**config.mk**
```make
export PLATFORM = sky130hd
export DESIGN_NAME = ipv6_shortest_text_formatter
export DESIGN_NICKNAME = d
export VERILOG_FILES = /design/src/hdl/ipv6fmt_pkg.sv /design/src/hdl/ipv6fmt_front.sv /design/src/hdl/ipv6fmt_queue.sv /design/src/hdl/ipv6fmt_back.sv /design/src/hdl/ipv6_shortest_text_formatter.sv
export SDC_FILE = /design/constraint.sdc
export NUM_CORES = 1
export LEC_CHECK = 0
export BUFFER_PORTS_ARGS = -buffer_cell sky130_fd_sc_hd__buf_2
export CAP_MARGIN = 30
export CORE_AREA = 2 2 215 217
export CTS_CLUSTER_DIAMETER = 120
export CTS_CLUSTER_SIZE = 8
export DETAILED_ROUTE_END_ITERATION = 12
export DIE_AREA = 0 0 217 219
export MAX_ROUTING_LAYER = met4
export PLACE_DENSITY_LB_ADDON = 0.25
export SYNTH_ARGS = -nofsm -noshare
export SYNTH_HDL_FRONTEND = slang
export SYNTH_HIERARCHICAL = 1
export SYNTH_SLANG_ARGS = --single-unit
```
**constraint.sdc**
```tcl
create_clock -name clk -period 8.57 [get_ports clk]
set_input_delay 0.4285 -clock clk [delete_from_list [all_inputs] [get_ports clk]]
set_output_delay 0.4285 -clock clk [all_outputs]
set_load 0.05 [all_outputs]
```
**src/hdl/ipv6fmt_pkg.sv**
```systemverilog
package ipv6fmt_pkg;

    localparam int GROUP_COUNT = 8;
    localparam int GROUP_BITS  = 16;
    localparam int CHAR_BITS   = 7;

    localparam logic [CHAR_BITS-1:0] CHAR_COLON = 7'h3A;
    localparam logic [CHAR_BITS-1:0] CHAR_ZERO  = 7'h30;
    localparam logic [CHAR_BITS-1:0] CHAR_NINE  = 7'h39;
    localparam logic [CHAR_BITS-1:0] CHAR_A     = 7'h61;
    localparam logic [CHAR_BITS-1:0] CHAR_F     = 7'h66;

    localparam logic [3:0] RUN_END_TAIL = 4'd8;

    typedef struct packed {
        logic [GROUP_COUNT-1:0][GROUP_BITS-1:0] groups;
        logic                                   has_run;
        logic [2:0]                             run_start;
        logic [3:0]                             run_end;
    } entry_t;

    function automatic logic [1:0] lead_digit(input logic [GROUP_BITS-1:0] v);
        logic [1:0] pos;
        if (v[15:12] != 4'd0)
            pos = 2'd3;
        else if (v[11:8] != 4'd0)
            pos = 2'd2;
        else if (v[7:4] != 4'd0)
            pos = 2'd1;
        else
            pos = 2'd0;
        return pos;
    endfunction

    function automatic logic [CHAR_BITS-1:0] hex_char(input logic [3:0] nib);
        logic [CHAR_BITS-1:0] c;
        if (nib < 4'd10)
            c = CHAR_ZERO + {3'd0, nib};
        else
            c = CHAR_A + {3'd0, nib} - 7'd10;
        return c;
    endfunction

endpackage

```
**src/hdl/ipv6fmt_front.sv**
```systemverilog
module ipv6fmt_front
(
    input  logic                  clk,
    input  logic                  rst_n,
    input  logic                  start,
    input  logic [63:0]           address_high,
    input  logic [63:0]           address_low,
    output logic                  busy,
    input  logic                  q_full,
    output logic                  push,
    output ipv6fmt_pkg::entry_t   push_entry
);

    logic        valid_reg;
    logic        valid_next;
    logic [63:0] high_reg;
    logic [63:0] low_reg;
    logic        accept;

    logic [ipv6fmt_pkg::GROUP_COUNT-1:0] zero;
    logic [ipv6fmt_pkg::GROUP_COUNT-1:0] prev_zero;
    logic [ipv6fmt_pkg::GROUP_COUNT-1:0] next_zero;
    logic [2:0] cur_start;
    logic [3:0] run_len;
    logic [4:0] save;
    logic [4:0] best_save;
    logic [2:0] best_start;
    logic [3:0] best_end;
    logic       found;

    assign busy   = valid_reg & q_full;
    assign accept = start & ~busy;
    assign push   = valid_reg & ~q_full;

    always_comb
    begin
        valid_next = valid_reg;
        if (accept)
            valid_next = 1'b1;
        else if (push)
            valid_next = 1'b0;
    end

    always_ff @(posedge clk or negedge rst_n)
    begin
        if (!rst_n)
            valid_reg <= 1'b0;
        else
            valid_reg <= valid_next;
    end

    always_ff @(posedge clk)
    begin
        if (accept)
        begin
            high_reg <= address_high;
            low_reg  <= address_low;
        end
    end

    // classify: pick the zero run with the largest saving, later run on ties
    always_comb
    begin
        for (int g = 0; g < 4; g++)
        begin
            push_entry.groups[g]     = high_reg[(3 - g) * 16 +: 16];
            push_entry.groups[g + 4] = low_reg[(3 - g) * 16 +: 16];
        end
        for (int g = 0; g < ipv6fmt_pkg::GROUP_COUNT; g++)
            zero[g] = (push_entry.groups[g] == 16'd0);
        prev_zero  = {zero[6:0], 1'b0};
        next_zero  = {1'b0, zero[7:1]};
        cur_start  = 3'd0;
        run_len    = 4'd0;
        save       = 5'd0;
        best_save  = 5'd0;
        best_start = 3'd0;
        best_end   = 4'd0;
        found      = 1'b0;
        for (int k = 0; k < ipv6fmt_pkg::GROUP_COUNT; k++)
        begin
            if (zero[k] && !prev_zero[k])
                cur_start = 3'(k);
            if (zero[k] && !next_zero[k])
            begin
                run_len = 4'(k) + 4'd1 - {1'b0, cur_start};
                save    = {run_len, 1'b0} - 5'd1
                          - {4'd0, (cur_start == 3'd0)} - {4'd0, (k == 7)};
                if (run_len >= 4'd2 && save >= best_save)
                begin
                    best_save  = save;
                    best_start = cur_start;
                    best_end   = 4'(k) + 4'd1;
                    found      = 1'b1;
                end
            end
        end
        push_entry.has_run   = found;
        push_entry.run_start = best_start;
        push_entry.run_end   = best_end;
    end

endmodule

```
**src/hdl/ipv6fmt_queue.sv**
```systemverilog
module ipv6fmt_queue
(
    input  logic                clk,
    input  logic                rst_n,
    input  logic                push,
    input  ipv6fmt_pkg::entry_t push_entry,
    output logic                full,
    input  logic                pop,
    output logic                q_valid,
    output ipv6fmt_pkg::entry_t q_entry
);

    ipv6fmt_pkg::entry_t mem_reg [2];
    logic       wr_ptr_reg;
    logic       wr_ptr_next;
    logic       rd_ptr_reg;
    logic       rd_ptr_next;
    logic [1:0] count_reg;
    logic [1:0] count_next;
    logic       do_pop;

    assign full    = (count_reg == 2'd2);
    assign q_valid = (count_reg != 2'd0);
    assign q_entry = mem_reg[rd_ptr_reg];
    assign do_pop  = pop & q_valid;

    always_comb
    begin
        wr_ptr_next = wr_ptr_reg;
        rd_ptr_next = rd_ptr_reg;
        count_next  = count_reg;
        if (push)
            wr_ptr_next = ~wr_ptr_reg;
        if (do_pop)
            rd_ptr_next = ~rd_ptr_reg;
        if (push && !do_pop)
            count_next = count_reg + 2'd1;
        else if (!push && do_pop)
            count_next = count_reg - 2'd1;
    end

    always_ff @(posedge clk or negedge rst_n)
    begin
        if (!rst_n)
        begin
            wr_ptr_reg <= 1'b0;
            rd_ptr_reg <= 1'b0;
            count_reg  <= 2'd0;
        end
        else
        begin
            wr_ptr_reg <= wr_ptr_next;
            rd_ptr_reg <= rd_ptr_next;
            count_reg  <= count_next;
        end
    end

    always_ff @(posedge clk)
    begin
        if (push)
            mem_reg[wr_ptr_reg] <= push_entry;
    end

    a_no_overflow: assert property (@(posedge clk) disable iff (!rst_n)
        !(push && full))
        else $error("queue written while full");

endmodule

```
**src/hdl/ipv6fmt_back.sv**
```systemverilog
module ipv6fmt_back
(
    input  logic                clk,
    input  logic                rst_n,
    input  logic                q_valid,
    input  ipv6fmt_pkg::entry_t q_entry,
    output logic                pop,
    output logic                strobe,
    output logic [6:0]          text_char,
    output logic                last
);

    typedef enum logic [4:0] {
        ST_IDLE  = 5'b00001,
        ST_DIGIT = 5'b00010,
        ST_COLON = 5'b00100,
        ST_DC1   = 5'b01000,
        ST_DC2   = 5'b10000
    } back_state_t;

    back_state_t         state_reg;
    back_state_t         state_next;
    ipv6fmt_pkg::entry_t entry_reg;
    ipv6fmt_pkg::entry_t entry_next;
    logic [2:0]          grp_reg;
    logic [2:0]          grp_next;
    logic [1:0]          dig_reg;
    logic [1:0]          dig_next;
    logic [6:0]          text_char_reg;
    logic [6:0]          text_char_next;
    logic                last_reg;
    logic                last_next;
    logic                strobe_reg;
    logic                strobe_next;

    logic [15:0] cur_group;
    logic [3:0]  nib;
    logic        finish;

    assign cur_group = entry_reg.groups[grp_reg];
    assign nib       = cur_group[{dig_reg, 2'b00} +: 4];

    always_comb
    begin
        state_next     = state_reg;
        entry_next     = entry_reg;
        grp_next       = grp_reg;
        dig_next       = dig_reg;
        text_char_next = ipv6fmt_pkg::CHAR_COLON;
        last_next      = 1'b0;
        strobe_next    = 1'b0;
        finish         = 1'b0;
        pop            = 1'b0;

        case (state_reg)
            ST_IDLE:
            begin
                finish = 1'b1;
            end
            ST_COLON:
            begin
                strobe_next = 1'b1;
                state_next  = ST_DIGIT;
                dig_next    = ipv6fmt_pkg::lead_digit(cur_group);
            end
            ST_DIGIT:
            begin
                strobe_next    = 1'b1;
                text_char_next = ipv6fmt_pkg::hex_char(nib);
                if (dig_reg != 2'd0)
                    dig_next = dig_reg - 2'd1;
                else if (grp_reg == 3'd7)
                begin
                    last_next = 1'b1;
                    finish    = 1'b1;
                end
                else
                begin
                    grp_next = grp_reg + 3'd1;
                    if (entry_reg.has_run && (grp_reg + 3'd1 == entry_reg.run_start))
                        state_next = ST_DC1;
                    else
                        state_next = ST_COLON;
                end
            end
            ST_DC1:
            begin
                strobe_next = 1'b1;
                state_next  = ST_DC2;
            end
            ST_DC2:
            begin
                strobe_next = 1'b1;
                if (entry_reg.run_end == ipv6fmt_pkg::RUN_END_TAIL)
                begin
                    last_next = 1'b1;
                    finish    = 1'b1;
                end
                else
                begin
                    grp_next   = entry_reg.run_end[2:0];
                    state_next = ST_DIGIT;
                    dig_next   = ipv6fmt_pkg::lead_digit(
                                     entry_reg.groups[entry_reg.run_end[2:0]]);
                end
            end
            default:
            begin
                finish = 1'b1;
            end
        endcase

        if (finish)
        begin
            if (q_valid)
            begin
                pop        = 1'b1;
                entry_next = q_entry;
                grp_next   = 3'd0;
                if (q_entry.has_run && q_entry.run_start == 3'd0)
                    state_next = ST_DC1;
                else
                begin
                    state_next = ST_DIGIT;
                    dig_next   = ipv6fmt_pkg::lead_digit(q_entry.groups[0]);
                end
            end
            else
                state_next = ST_IDLE;
        end
    end

    always_ff @(posedge clk or negedge rst_n)
    begin
        if (!rst_n)
        begin
            state_reg  <= ST_IDLE;
            strobe_reg <= 1'b0;
        end
        else
        begin
            state_reg  <= state_next;
            strobe_reg <= strobe_next;
        end
    end

    always_ff @(posedge clk)
    begin
        entry_reg     <= entry_next;
        grp_reg       <= grp_next;
        dig_reg       <= dig_next;
        text_char_reg <= text_char_next;
        last_reg      <= last_next;
    end

    assign strobe    = strobe_reg;
    assign text_char = text_char_reg;
    assign last      = last_reg & strobe_reg;

    a_dc_pair: assert property (@(posedge clk) disable iff (!rst_n)
        state_reg == ST_DC1 |=> state_reg == ST_DC2 && strobe_reg)
        else $error("double colon split");

    a_char_legal: assert property (@(posedge clk) disable iff (!rst_n)
        strobe_reg |-> (text_char_reg == ipv6fmt_pkg::CHAR_COLON)
            || (text_char_reg >= ipv6fmt_pkg::CHAR_ZERO
                && text_char_reg <= ipv6fmt_pkg::CHAR_NINE)
            || (text_char_reg >= ipv6fmt_pkg::CHAR_A
                && text_char_reg <= ipv6fmt_pkg::CHAR_F))
        else $error("illegal text character");

    a_pop_on_finish: assert property (@(posedge clk) disable iff (!rst_n)
        pop |-> q_valid && (state_reg == ST_IDLE || last_next))
        else $error("entry taken mid transaction");

endmodule

```
**src/hdl/ipv6_shortest_text_formatter.sv**
```systemverilog
// Channel   Ports                          Handshake
// -------   -----------------------------  -----------------------------------
// input     address_high, address_low      taken when start high and busy low
// result    text_char, last                one cycle each, flagged by strobe
//
// One character leaves per cycle while text goes out; an address gives 2 to 39
// characters, set by the character sequencer in the back part.
// A taken address passes the front registers, the queue and the back registers.
// A two-entry queue lets the front take new addresses while text goes out.
// busy rises only when the front stage and the queue are both full.
// rst_n clears all control state asynchronously; no clearing pass.
module ipv6_shortest_text_formatter
(
    input  logic        clk,
    input  logic        rst_n,
    input  logic        start,
    input  logic [63:0] address_high,
    input  logic [63:0] address_low,
    output logic        busy,
    output logic        strobe,
    output logic [6:0]  text_char,
    output logic        last
);

    ipv6fmt_pkg::entry_t push_entry;
    ipv6fmt_pkg::entry_t q_entry;
    logic                push;
    logic                q_full;
    logic                q_valid;
    logic                pop;

    ipv6fmt_front u_front
    (
        .clk          (clk),
        .rst_n        (rst_n),
        .start        (start),
        .address_high (address_high),
        .address_low  (address_low),
        .busy         (busy),
        .q_full       (q_full),
        .push         (push),
        .push_entry   (push_entry)
    );

    ipv6fmt_queue u_queue
    (
        .clk        (clk),
        .rst_n      (rst_n),
        .push       (push),
        .push_entry (push_entry),
        .full       (q_full),
        .pop        (pop),
        .q_valid    (q_valid),
        .q_entry    (q_entry)
    );

    ipv6fmt_back u_back
    (
        .clk       (clk),
        .rst_n     (rst_n),
        .q_valid   (q_valid),
        .q_entry   (q_entry),
        .pop       (pop),
        .strobe    (strobe),
        .text_char (text_char),
        .last      (last)
    );

endmodule

```
# == Word level (Yosys, flattened, before mapping) ==
# Memory sizes are Yosys's and may differ from the RTL's.
# Cells that the tools add are included.
# totals
register_bits,288
in_bits,131
ram_bits,272
memories,1
# op_classes
n_reduce_logical,68
n_bitwise,9
mux,109
eq_ne,11
n_shift,1
add_sub_neg,29
order_cmp,17
# mem_list
name,depth,width,read_ports,rd_ports_with_merged_regs,wr,line_no,text
u_queue.mem_reg,2,136,1,0,1,ipv6fmt_queue.sv:13,ipv6fmt_pkg::entry_t mem_reg [2];
# op_table
op,n
$logic_not 16->1,8
$bmux 16 s3,2
$mux 5,16
$mux 3,22
$mux 4,16
$sub 5x1->5 const B,8
$reduce_bool 4->1,9
$sub 5x1->5,7
$mux 16,2
$mux 2,16
$ge 5x5->1,6
$mux 1,29
$ge 4x2->1 const B,7
$logic_and 1x1->1,24
$logic_not 3->1,8
$pmux 5 s4,1
$shiftx 16x5->4,1
$sub 3x3->4 const A,3
$logic_not 1->1,10
$ne 3x2->1 const B,3
$lt 3x4->1 const B,2
$reduce_bool 2->1,4
$add 6x4->7 const A,1
$add 6x5->7 const A,1
other kinds (30),38

# == Depth between registers and ports, before layout ==
# Gate-level depths: netlist of run 1.
# depth
ltp_word,35
depth_mapped,45
ltp_nobuf,41

# == By module ==
# The synthesis of run 1 kept the hierarchy.
# modules_own_cells
mod,area_each_um2,seq_area_each_um2,instances,cells_per_inst
ipv6fmt_queue,10082.2,8267.9,1,439
ipv6fmt_back,6676.4,4495.6,1,386
ipv6fmt_front,5696.7,3868.7,1,384

# == Least setup slack after synthesis of run 1 ==
# OpenSTA, ideal clock, no wires.
# synth_timing
path_kind,reg-to-reg
from,reg u_back/entry_reg[0] (netlist bit)
to,reg u_queue.count_reg[1]
slack_ns,-0.562
synth_period_minus_slack_ns,9.132
path_stages_with_launch,10
arrival_time_ns,9.053
cell_sequence,edfxtp_1 buf_2 nor4b_1 a32o_1 nor2_1 nor2b_1 nand2_1 ha_1 nor2_1 xor2_1
# synth_between
elab_chain_len,8
word_cells_on_any_way,10
# synth_lines
item,line_no,text
from (decl),ipv6fmt_back.sv:23,ipv6fmt_pkg::entry_t entry_reg;
from (signal assigned),ipv6fmt_back.sv:149,entry_reg <= entry_next;
$eq 4x4->1 *,ipv6fmt_back.sv:94,if (entry_reg.run_end == ipv6fmt_pkg::RUN_END_TAIL)
$mux 1 *,ipv6fmt_back.sv:94,
$pmux 1 s3 *,ipv6fmt_back.sv:55,case (state_reg)
$mux 1 *,ipv6fmt_back.sv:113,if (finish)
named net pop,ipv6_shortest_text_formatter.sv:30,logic pop;
$and 1x1->1 *,ipv6fmt_queue.sv:25,assign do_pop = pop & q_valid;
$logic_not 1->1,ipv6fmt_queue.sv:36,if (push && !do_pop)
$logic_and 1x1->1,ipv6fmt_queue.sv:36,
$mux 2 or $reduce_bool 2->1 (tied branches),--,
to (signal assigned),ipv6fmt_queue.sv:54,count_reg <= count_next;
to (decl),ipv6fmt_queue.sv:18,logic [1:0] count_reg;
# Mark *: on every way through the listed nets, which the timed path passes. The rest lies on a longest branch.
# A chain may end at the register's enable or synchronous reset.

==> results of run 1 <==
==> metal layers <==
metal  global-route usage, %  vias to the layer above  wire length (um)  share of wire, %
met1                   30.49                     6162             22130                44
li1                        -                     5565                 -                 -
met3                   3.631                       77              3005               6.0
met2                   33.43                      411             23560                47
met5                       -                        -                 0                 0
met4                   8.242                        0              1270               2.5
==> per-stage QoR <==
stage	hold slack, ps	instance area (sq um)	util [%]
finish	27.11	27530	61.06
global route	7.051	27530	61.06
CTS	4.189	27320	60.60
detailed placement	316.9	23860	52.93
global placement	314.1	23840	52.88
floorplan	132.9	22480	-
==> cell families after synthesis <==
logic type / Yosys count / share of synthesized area (%)
AOI/OAI and AO/OA: 112 / 3.672
xor gates and xnor gates: 12 / 0.4680
adders and majority gates: 41 / 2.284
buffers and inverters: 66 / 1.995
DFF: 560 / 74.07
muxes: 193 / 11.51
other: 3 / 0.05014
and+or+nand+nor: 222 / 5.957
==> cell type report <==
type	instances	area, sq um
fill	3258	17560
tap	600	750.7
timing repair buffer	302	2271
sequential	560	16640
multi-input combinational	590	5579
clock inverter	2	32.53
inverter	26	97.59
clock buffer	106	2163
==> cells in the final DEF, fill, tap and decap left out, types with 9 or more instances in the layout <==
cell type,count
sky130_fd_sc_hd__dfxtp_1,11
sky130_fd_sc_hd__nor4_1,23
sky130_fd_sc_hd__dlygate4sd3_1,125
sky130_fd_sc_hd__buf_2,140
sky130_fd_sc_hd__ha_1,41
sky130_fd_sc_hd__nand2b_1,14
sky130_fd_sc_hd__dfrtp_1,9
sky130_fd_sc_hd__nand2_1,39
sky130_fd_sc_hd__inv_1,24
sky130_fd_sc_hd__a21oi_1,20
sky130_fd_sc_hd__nand4_1,10
sky130_fd_sc_hd__clkbuf_1,23
sky130_fd_sc_hd__or4b_2,12
sky130_fd_sc_hd__clkbuf_16,83
sky130_fd_sc_hd__nor2_1,29
sky130_fd_sc_hd__or4_1,15
sky130_fd_sc_hd__nor4_2,13
sky130_fd_sc_hd__and2_1,9
sky130_fd_sc_hd__o22ai_1,17
sky130_fd_sc_hd__mux4_1,13
sky130_fd_sc_hd__mux2_2,142
sky130_fd_sc_hd__o21ai_0,12
sky130_fd_sc_hd__mux2i_1,16
sky130_fd_sc_hd__conb_1,10
sky130_fd_sc_hd__buf_4,33
sky130_fd_sc_hd__edfxtp_1,536
sky130_fd_sc_hd__mux4_2,21
==> critical path, delay by kind of cell (launching register included) <==
| kind | cells | cell delay, ps |
|---|---|---|
| AO/OA/AOI/OAI | 16 | 2730 |
| AND/OR/NAND/NOR | 12 | 2220 |
| adder cells (fa/ha/maj) | 5 | 1390 |
| multiplexers | 2 | 650 |
| buffers and inverters | 4 | 550 |
| flip-flops | 1 | 450 |
==> power breakdown <==
group	switching [uW]	leakage (uW)	internal (uW)
registers	513	0.00534	4350
logic	1370	0.00325	857
clock network	1060	0.00106	1730
total	2940	0.00965	6930
==> repair_timing <==
item                       4_1_cts  5_1_grt
setup buffers                    0        6
pin swaps                        0       12
resized for setup                2       29
setup endpoints to repair        2       16
hold buffers                   125        0
hold endpoints to repair       135        0
==> worst paths after layout <==
| path | end | startpoint |
|---|---|---|
| max | u_queue/mem_reg[1][4]$_DFFE_PP_ | u_front/high_reg[20]$_DFFE_PP_ |
| max reg2reg | u_queue/mem_reg[1][4]$_DFFE_PP_ | u_front/high_reg[20]$_DFFE_PP_ |
| max in group asynchronous | u_back/state_reg[0]$_DFFE_PN1P_ | rst_n |
| min reg2reg | u_queue/mem_reg[1][57]$_DFFE_PP_ | u_front/high_reg[1]$_DFFE_PP_ |
| min | u_front/high_reg[44]$_DFFE_PP_ | address_high[44] |
| min in group asynchronous | u_queue/count_reg[0]$_DFFE_PN0P_ | rst_n |
==> run summary, run 1 <==
• **status** finished clean
• **Max-cap violations** 0
• **Vias per Instance** 5.588
• **Final Hold Fails** 0
• **highest achievable clock rate** 122.3 MHz
• **top cells by instance count after synthesis** sky130_fd_sc_hd__edfxtp_1, sky130_fd_sc_hd__mux2_2, sky130_fd_sc_hd__ha_1
• **final instance count without filler cells** 2186
• **number of antenna cells inserted** 0
• **most common flop cell mapped by yosys** sky130_fd_sc_hd__edfxtp_1
• **fraction of layout cells with a size suffix above 1** 31.15%
• **Worst Max-Slew Pin Slew** 989.1 ps
• **max-slew violation count** 0
• **CTS Buf Count** 79
• **worst setup skew after layout** 27.41 ps
• **Relative slew margins** 34.06%
• **master cell of the clock root buffer** sky130_fd_sc_hd__clkbuf_16
• **critical path capture point type** register
• **post-layout worst setup margin** 390.3 ps
• **number of synthesis warnings** 6
• **part of the Yosys area used for sequential elements** 74.07%
• **cell area after synthesis** 22460 sq um
• **gate count after technology mapping** 1209
• **Largest register FFs** 272
• **worst slack, placed** 35.00 ps
• **count of TritonRoute iterations in the first routing pass** 7
• **Total Routed Length** 49.96 mm
• **total negative slack** 0 ps
• **leakage** 0.009648 uW
• **number of enable flip-flop cells after synthesis** 536
• **critical path data arrival time** 8610 ps
• **shortest period the worst path allows** 8180 ps
• **number of stages on the worst hold path** 1
• **vias in the first global route** 12279
• **Crit path required time** 9000 ps
• **synthesis-to-finish area growth** 22.61%
• **detailed-route via count** 12215
• **# IOs** 141
• **Core Rows** 78
• **most repeated library cell on the critical path** sky130_fd_sc_hd__ha_1
• **kind of launch point of the worst setup path** register
• **total power of the final layout** 9871 uW
• **Floorplan Core Area** 45090 sq um
• **proportion of netlist area held by the largest area contributor** 71.68%
• **Post-route DRC** 0
• **slowest library cell on the worst path** sky130_fd_sc_hd__edfxtp_1
• **share of the clock period used by the worst path after layout** 95.45%
• **routability congestion estimate from global placement** 0.9043
• **share of synthesized registers carrying an async set or reset** 1.964%
• **maximum vdd drop** 0.3931 mV
• **sum of overflow across all layers after global routing** 0
• **TritonCTS clock tree** yes
• **slowest stage delay, CP** 450 ps
• **final setup vio count** 0
• **Post-Synthesis Mean Instance Area** 18.57 sq um
• **pin count of the biggest net entering global routing** 108
• **Netlist cell types** 83
• **worst reg2reg path depth** 39
• **number of buffers between clock root and the deepest sink** 3
• **CTS H-tree depth** 3
• **r2r setup slk** 390 ps
• **number of clock sinks** 560
• **Critical Setup Path Class** reg2reg
• **register clock-pin slew on the reported worst setup and hold paths** 50 ps
• **initial core utilization** 49.80%
• **Die Y** 219 um
• **worst hold path type** in2reg
• **DIE AREA** 47520 sq um
• **chip width** 217 um
• **largest fanout on the critical path** 7
• **top cells by area, synth** sky130_fd_sc_hd__edfxtp_1, sky130_fd_sc_hd__mux2_2, sky130_fd_sc_hd__ha_1
• **placed cell count** 1946
• **global-route wire length before repair** 74.42 mm
• **Synth Register Bits** 560
• **aggregate global-route resource usage** 22.11%
• **power per standard cell area** 358.5 nW/um^2
• **count of input and output buffers** 140
• **count of antenna-violating nets left after detailed routing** 0
• **Detail Placement HPWL** 31.92 mm
• **Iteration-0 DRC Markers** 980
• **clock network latency to the later pin of the worst-skew pair** 610 ps
• **routed len/inst** 22.85 um
• **layout net count** 1731
• **most used standard cell by instance count after synthesis** sky130_fd_sc_hd__edfxtp_1
• **cell type contributing the most total cell area after synthesis** sky130_fd_sc_hd__edfxtp_1
• **number of antenna violations at the first check in global routing** 4
No activity file was read; power rests on OpenSTA's default activity.
==> run 2, diff against run 1 <==
Settings changed: BUFFER_PORTS_ARGS -buffer_cell sky130_fd_sc_hd__buf_2 to unset, CAP_MARGIN 30 to unset, DONT_BUFFER_PORTS set to 1.
==> run 2 against run 1 <==
Via count decreased by 3.4%. Global-route usage decreased by 0.28 points. Highest routed layer unchanged. Clock skew increased by 6.1 ps. Combinational power decreased by 4%. Utilization decreased by 1.2 points. Design area decreased by 2.0%. Critical path type unchanged. First-iteration DRC count decreased by 0.20%.
==> run summary, run 2 (synthesis gave the netlist of run 1 again) <==
• **number of fill cells** 3352, +2.9%
• **vias in the first global route** 11954, -2.6%
• **M1 GR Usage** 30.41%, -0.084 points
• **leakage** 0.009216 uW, -4.5%
• **count of antenna-violating nets left after detailed routing** 0, unchanged
• **clock network latency to the later pin of the worst-skew pair** 610 ps, about the same
• **number of clock sinks** 560, unchanged
• **Total Routed Length** 49.66 mm, -0.61%
• **count of input and output buffers** 0, -100%
• **Largest register FFs** 272, unchanged
• **number of antenna violations at the first check in global routing** 2, -2
• **Sequential Area** 16640 sq um, unchanged
• **max-slew violation count** 0, unchanged
• **aggregate global-route resource usage** 21.83%, -0.28 points
• **maximum vdd drop** 0.3419 mV, -13%
• **total negative slack** 0 ps, unchanged
• **Relative slew margins** 26.92%, -7.1 points
• **routability congestion estimate from global placement** 0.8891, -1.7%
• **source of the worst register-to-register timing path** u_front/high_reg[49]$_DFFE_PP_
• **Stages on worst setup path** 41, +5.1%
• **DIE AREA** 47520 sq um, unchanged
• **CTS Buf Count** 79, unchanged
• **worst reg2reg path depth** 41, +5.1%
• **global-route wire length before repair** 73.71 mm, -0.96%
• **Crit path required time** 8990 ps, about the same
• **dominant delay contributor by cell family on the critical path** compound AO/OA/AOI/OAI gates
• **Core Rows** 78, unchanged
• **Floorplan Core Area** 45090 sq um, unchanged
• **detailed-route via count** 11805, -3.4%
• **total power of the final layout** 9802 uW, -0.70%
• **power per standard cell area** 363.2 nW/um^2, +1.3%
• **TritonCTS clock tree** yes
• **fraction of layout cells with a size suffix above 1** 25.61%, -5.5 points
• **chip width** 217 um, unchanged
• **Vias per Instance** 5.675, +1.6%
• **sum of overflow across all layers after global routing** 0, unchanged
• **placed inst area** 23350 sq um, -2.2%
• **GR met3 Demand/Resource** 4.103%, +0.47 points
• **CTS H-tree depth** 3, unchanged
• **final setup vio count** 0, unchanged
• **count of TritonRoute iterations in the first routing pass** 7, unchanged
• **slowest library cell on the worst path** sky130_fd_sc_hd__edfxtp_1
• **slowest stage delay, CP** 420 ps, -30 ps
• **r2r setup slk** 400 ps, about the same
• **register clock-pin slew on the reported worst setup and hold paths** 50 ps, about the same
• **end point of the critical path** u_queue/mem_reg[1][4]$_DFFE_PP_
• **Final Hold Fails** 0, unchanged
• **most repeated library cell on the critical path** sky130_fd_sc_hd__ha_1
• **worst hold path type** in2async
• **smallest hold slack** 229.9 ps, +202.8 ps
• **global-route layer with the greatest usage** met2
• **number of antenna cells inserted** 0, unchanged
• **multi-input logic area** 5562 sq um, -0.31%
• **Die Y** 219 um, unchanged
• **Critical Setup Path Class** reg2reg
• **final instance count without filler cells** 2080, -4.8%
• **most frequent standard cell in the layout excluding fill and tap cells** sky130_fd_sc_hd__edfxtp_1
• **highest achievable clock rate** 122.4 MHz, +0.12%
• **synthesis-to-finish area growth** 20.19%
• **largest fanout on the critical path** 6, -1
• **number of buffers between clock root and the deepest sink** 3, unchanged
• **share of the clock period used by the worst path after layout** 95.33%, -0.11 points
• **fraction of met2 tracks used by global routing** 33.30%, -0.13 points
• **pin count of the biggest net entering global routing** 78, -28%
• **leading cell types in the layout, fill and taps excluded** sky130_fd_sc_hd__edfxtp_1, sky130_fd_sc_hd__mux2_2, sky130_fd_sc_hd__dlygate4sd3_1, sky130_fd_sc_hd__clkbuf_16, sky130_fd_sc_hd__buf_4
• **Worst Max-Slew Pin Slew** 1096 ps, +107.1 ps
• **master cell of the clock root buffer** sky130_fd_sc_hd__clkbuf_16
• **r2r endpoint** u_queue/mem_reg[1][4]$_DFFE_PP_
• **Post-route DRC** 0, unchanged
• **critical path data arrival time** 8590 ps, -20 ps
• **critical path capture point type** register
• **layout net count** 1624, -6.2%
• **Iteration-0 DRC Markers** 978, -0.20%
• **routed len/inst** 23.87 um, +4.5%
• **# IOs** 141, unchanged
• **shortest period the worst path allows** 8170 ps, -9.577 ps
• **initial core utilization** 49.80%, unchanged
• **kind of launch point of the worst setup path** register
• **Critical Path Start** u_front/high_reg[49]$_DFFE_PP_
• **Detail Placement HPWL** 31.83 mm, -0.30%
• **number of buffer and inverter stages on the critical path** 5, +1
• **status** finished clean
• **worst setup skew after layout** 33.50 ps, +6.097 ps
• **placed cell count** 1832, -5.9%
• **Max-cap violations** 0, unchanged
• **cell area after layout** 26990 sq um, -2.0%
[run 2: layout make-up]
type                       count  area share, %
clock inverter                 4         0.1576
clock buffer                 105          7.765
sequential                   560          61.65
multi-input combinational    590          20.61
inverter                      26         0.3616
tap                          600          2.782
timing repair buffer         195          6.676
[run 2: stage by stage]
| stage | util, % | worst slack, ps |
|---|---|---|
| 6_report | 59.86 | 399.9 |
| 5_1_grt | 59.86 | -67.50 |
| 4_1_cts | 59.48 | 92.36 |
| 3_5_place_dp | 51.78 | -386.4 |
| 3_3_place_gp | 51.78 | -153.5 |
| 2_1_floorplan | - | 574.7 |
[run 2: power by group]
group	internal, uW	leakage [uW]	total, uW	switching (uW)
clock network	1680	0.00104	2730	1060
logic	815	0.00284	2140	1330
registers	4360	0.00534	4930	567
total	6850	0.00922	9800	2950
[run 2: per-layer routing]
| layer | share of wire (%) | vias to the layer above |
|---|---|---|
| met2 | 47 | 389 |
| met5 | 0 | - |
| met1 | 46 | 6020 |
| met4 | 1.7 | 0 |
| met3 | 5.5 | 61 |
| li1 | - | 5335 |
[run 2: worst min path at each step]
stage | to | startpoint | slack (ps) | depth (start not counted)
floorplan | u_back/state_reg[1]$_DFFE_PN0P_ | rst_n | 130 | 0
detailed placement | u_queue/wr_ptr_reg$_DFFE_PN0P_ | rst_n | 130 | 0
CTS | u_queue/wr_ptr_reg$_DFFE_PN0P_ | rst_n | 220 | 1
finish | u_back/state_reg[2]$_DFFE_PN0P_ | rst_n | 230 | 1
global route | u_back/state_reg[2]$_DFFE_PN0P_ | rst_n | 250 | 1
global placement | u_queue/wr_ptr_reg$_DFFE_PN0P_ | rst_n | 130 | 0
[run 2: timing repair]
| action | 4_1_cts | 5_1_grt |
|---|---|---|
| endpoints found under the setup margin | 16 | 16 |
| resized for setup | 1 | 27 |
| pin swaps | 1 | 12 |
| hold buffers | 130 | 0 |
| hold endpoints to repair | 140 | 0 |
| buffers inserted | 3 | 6 |
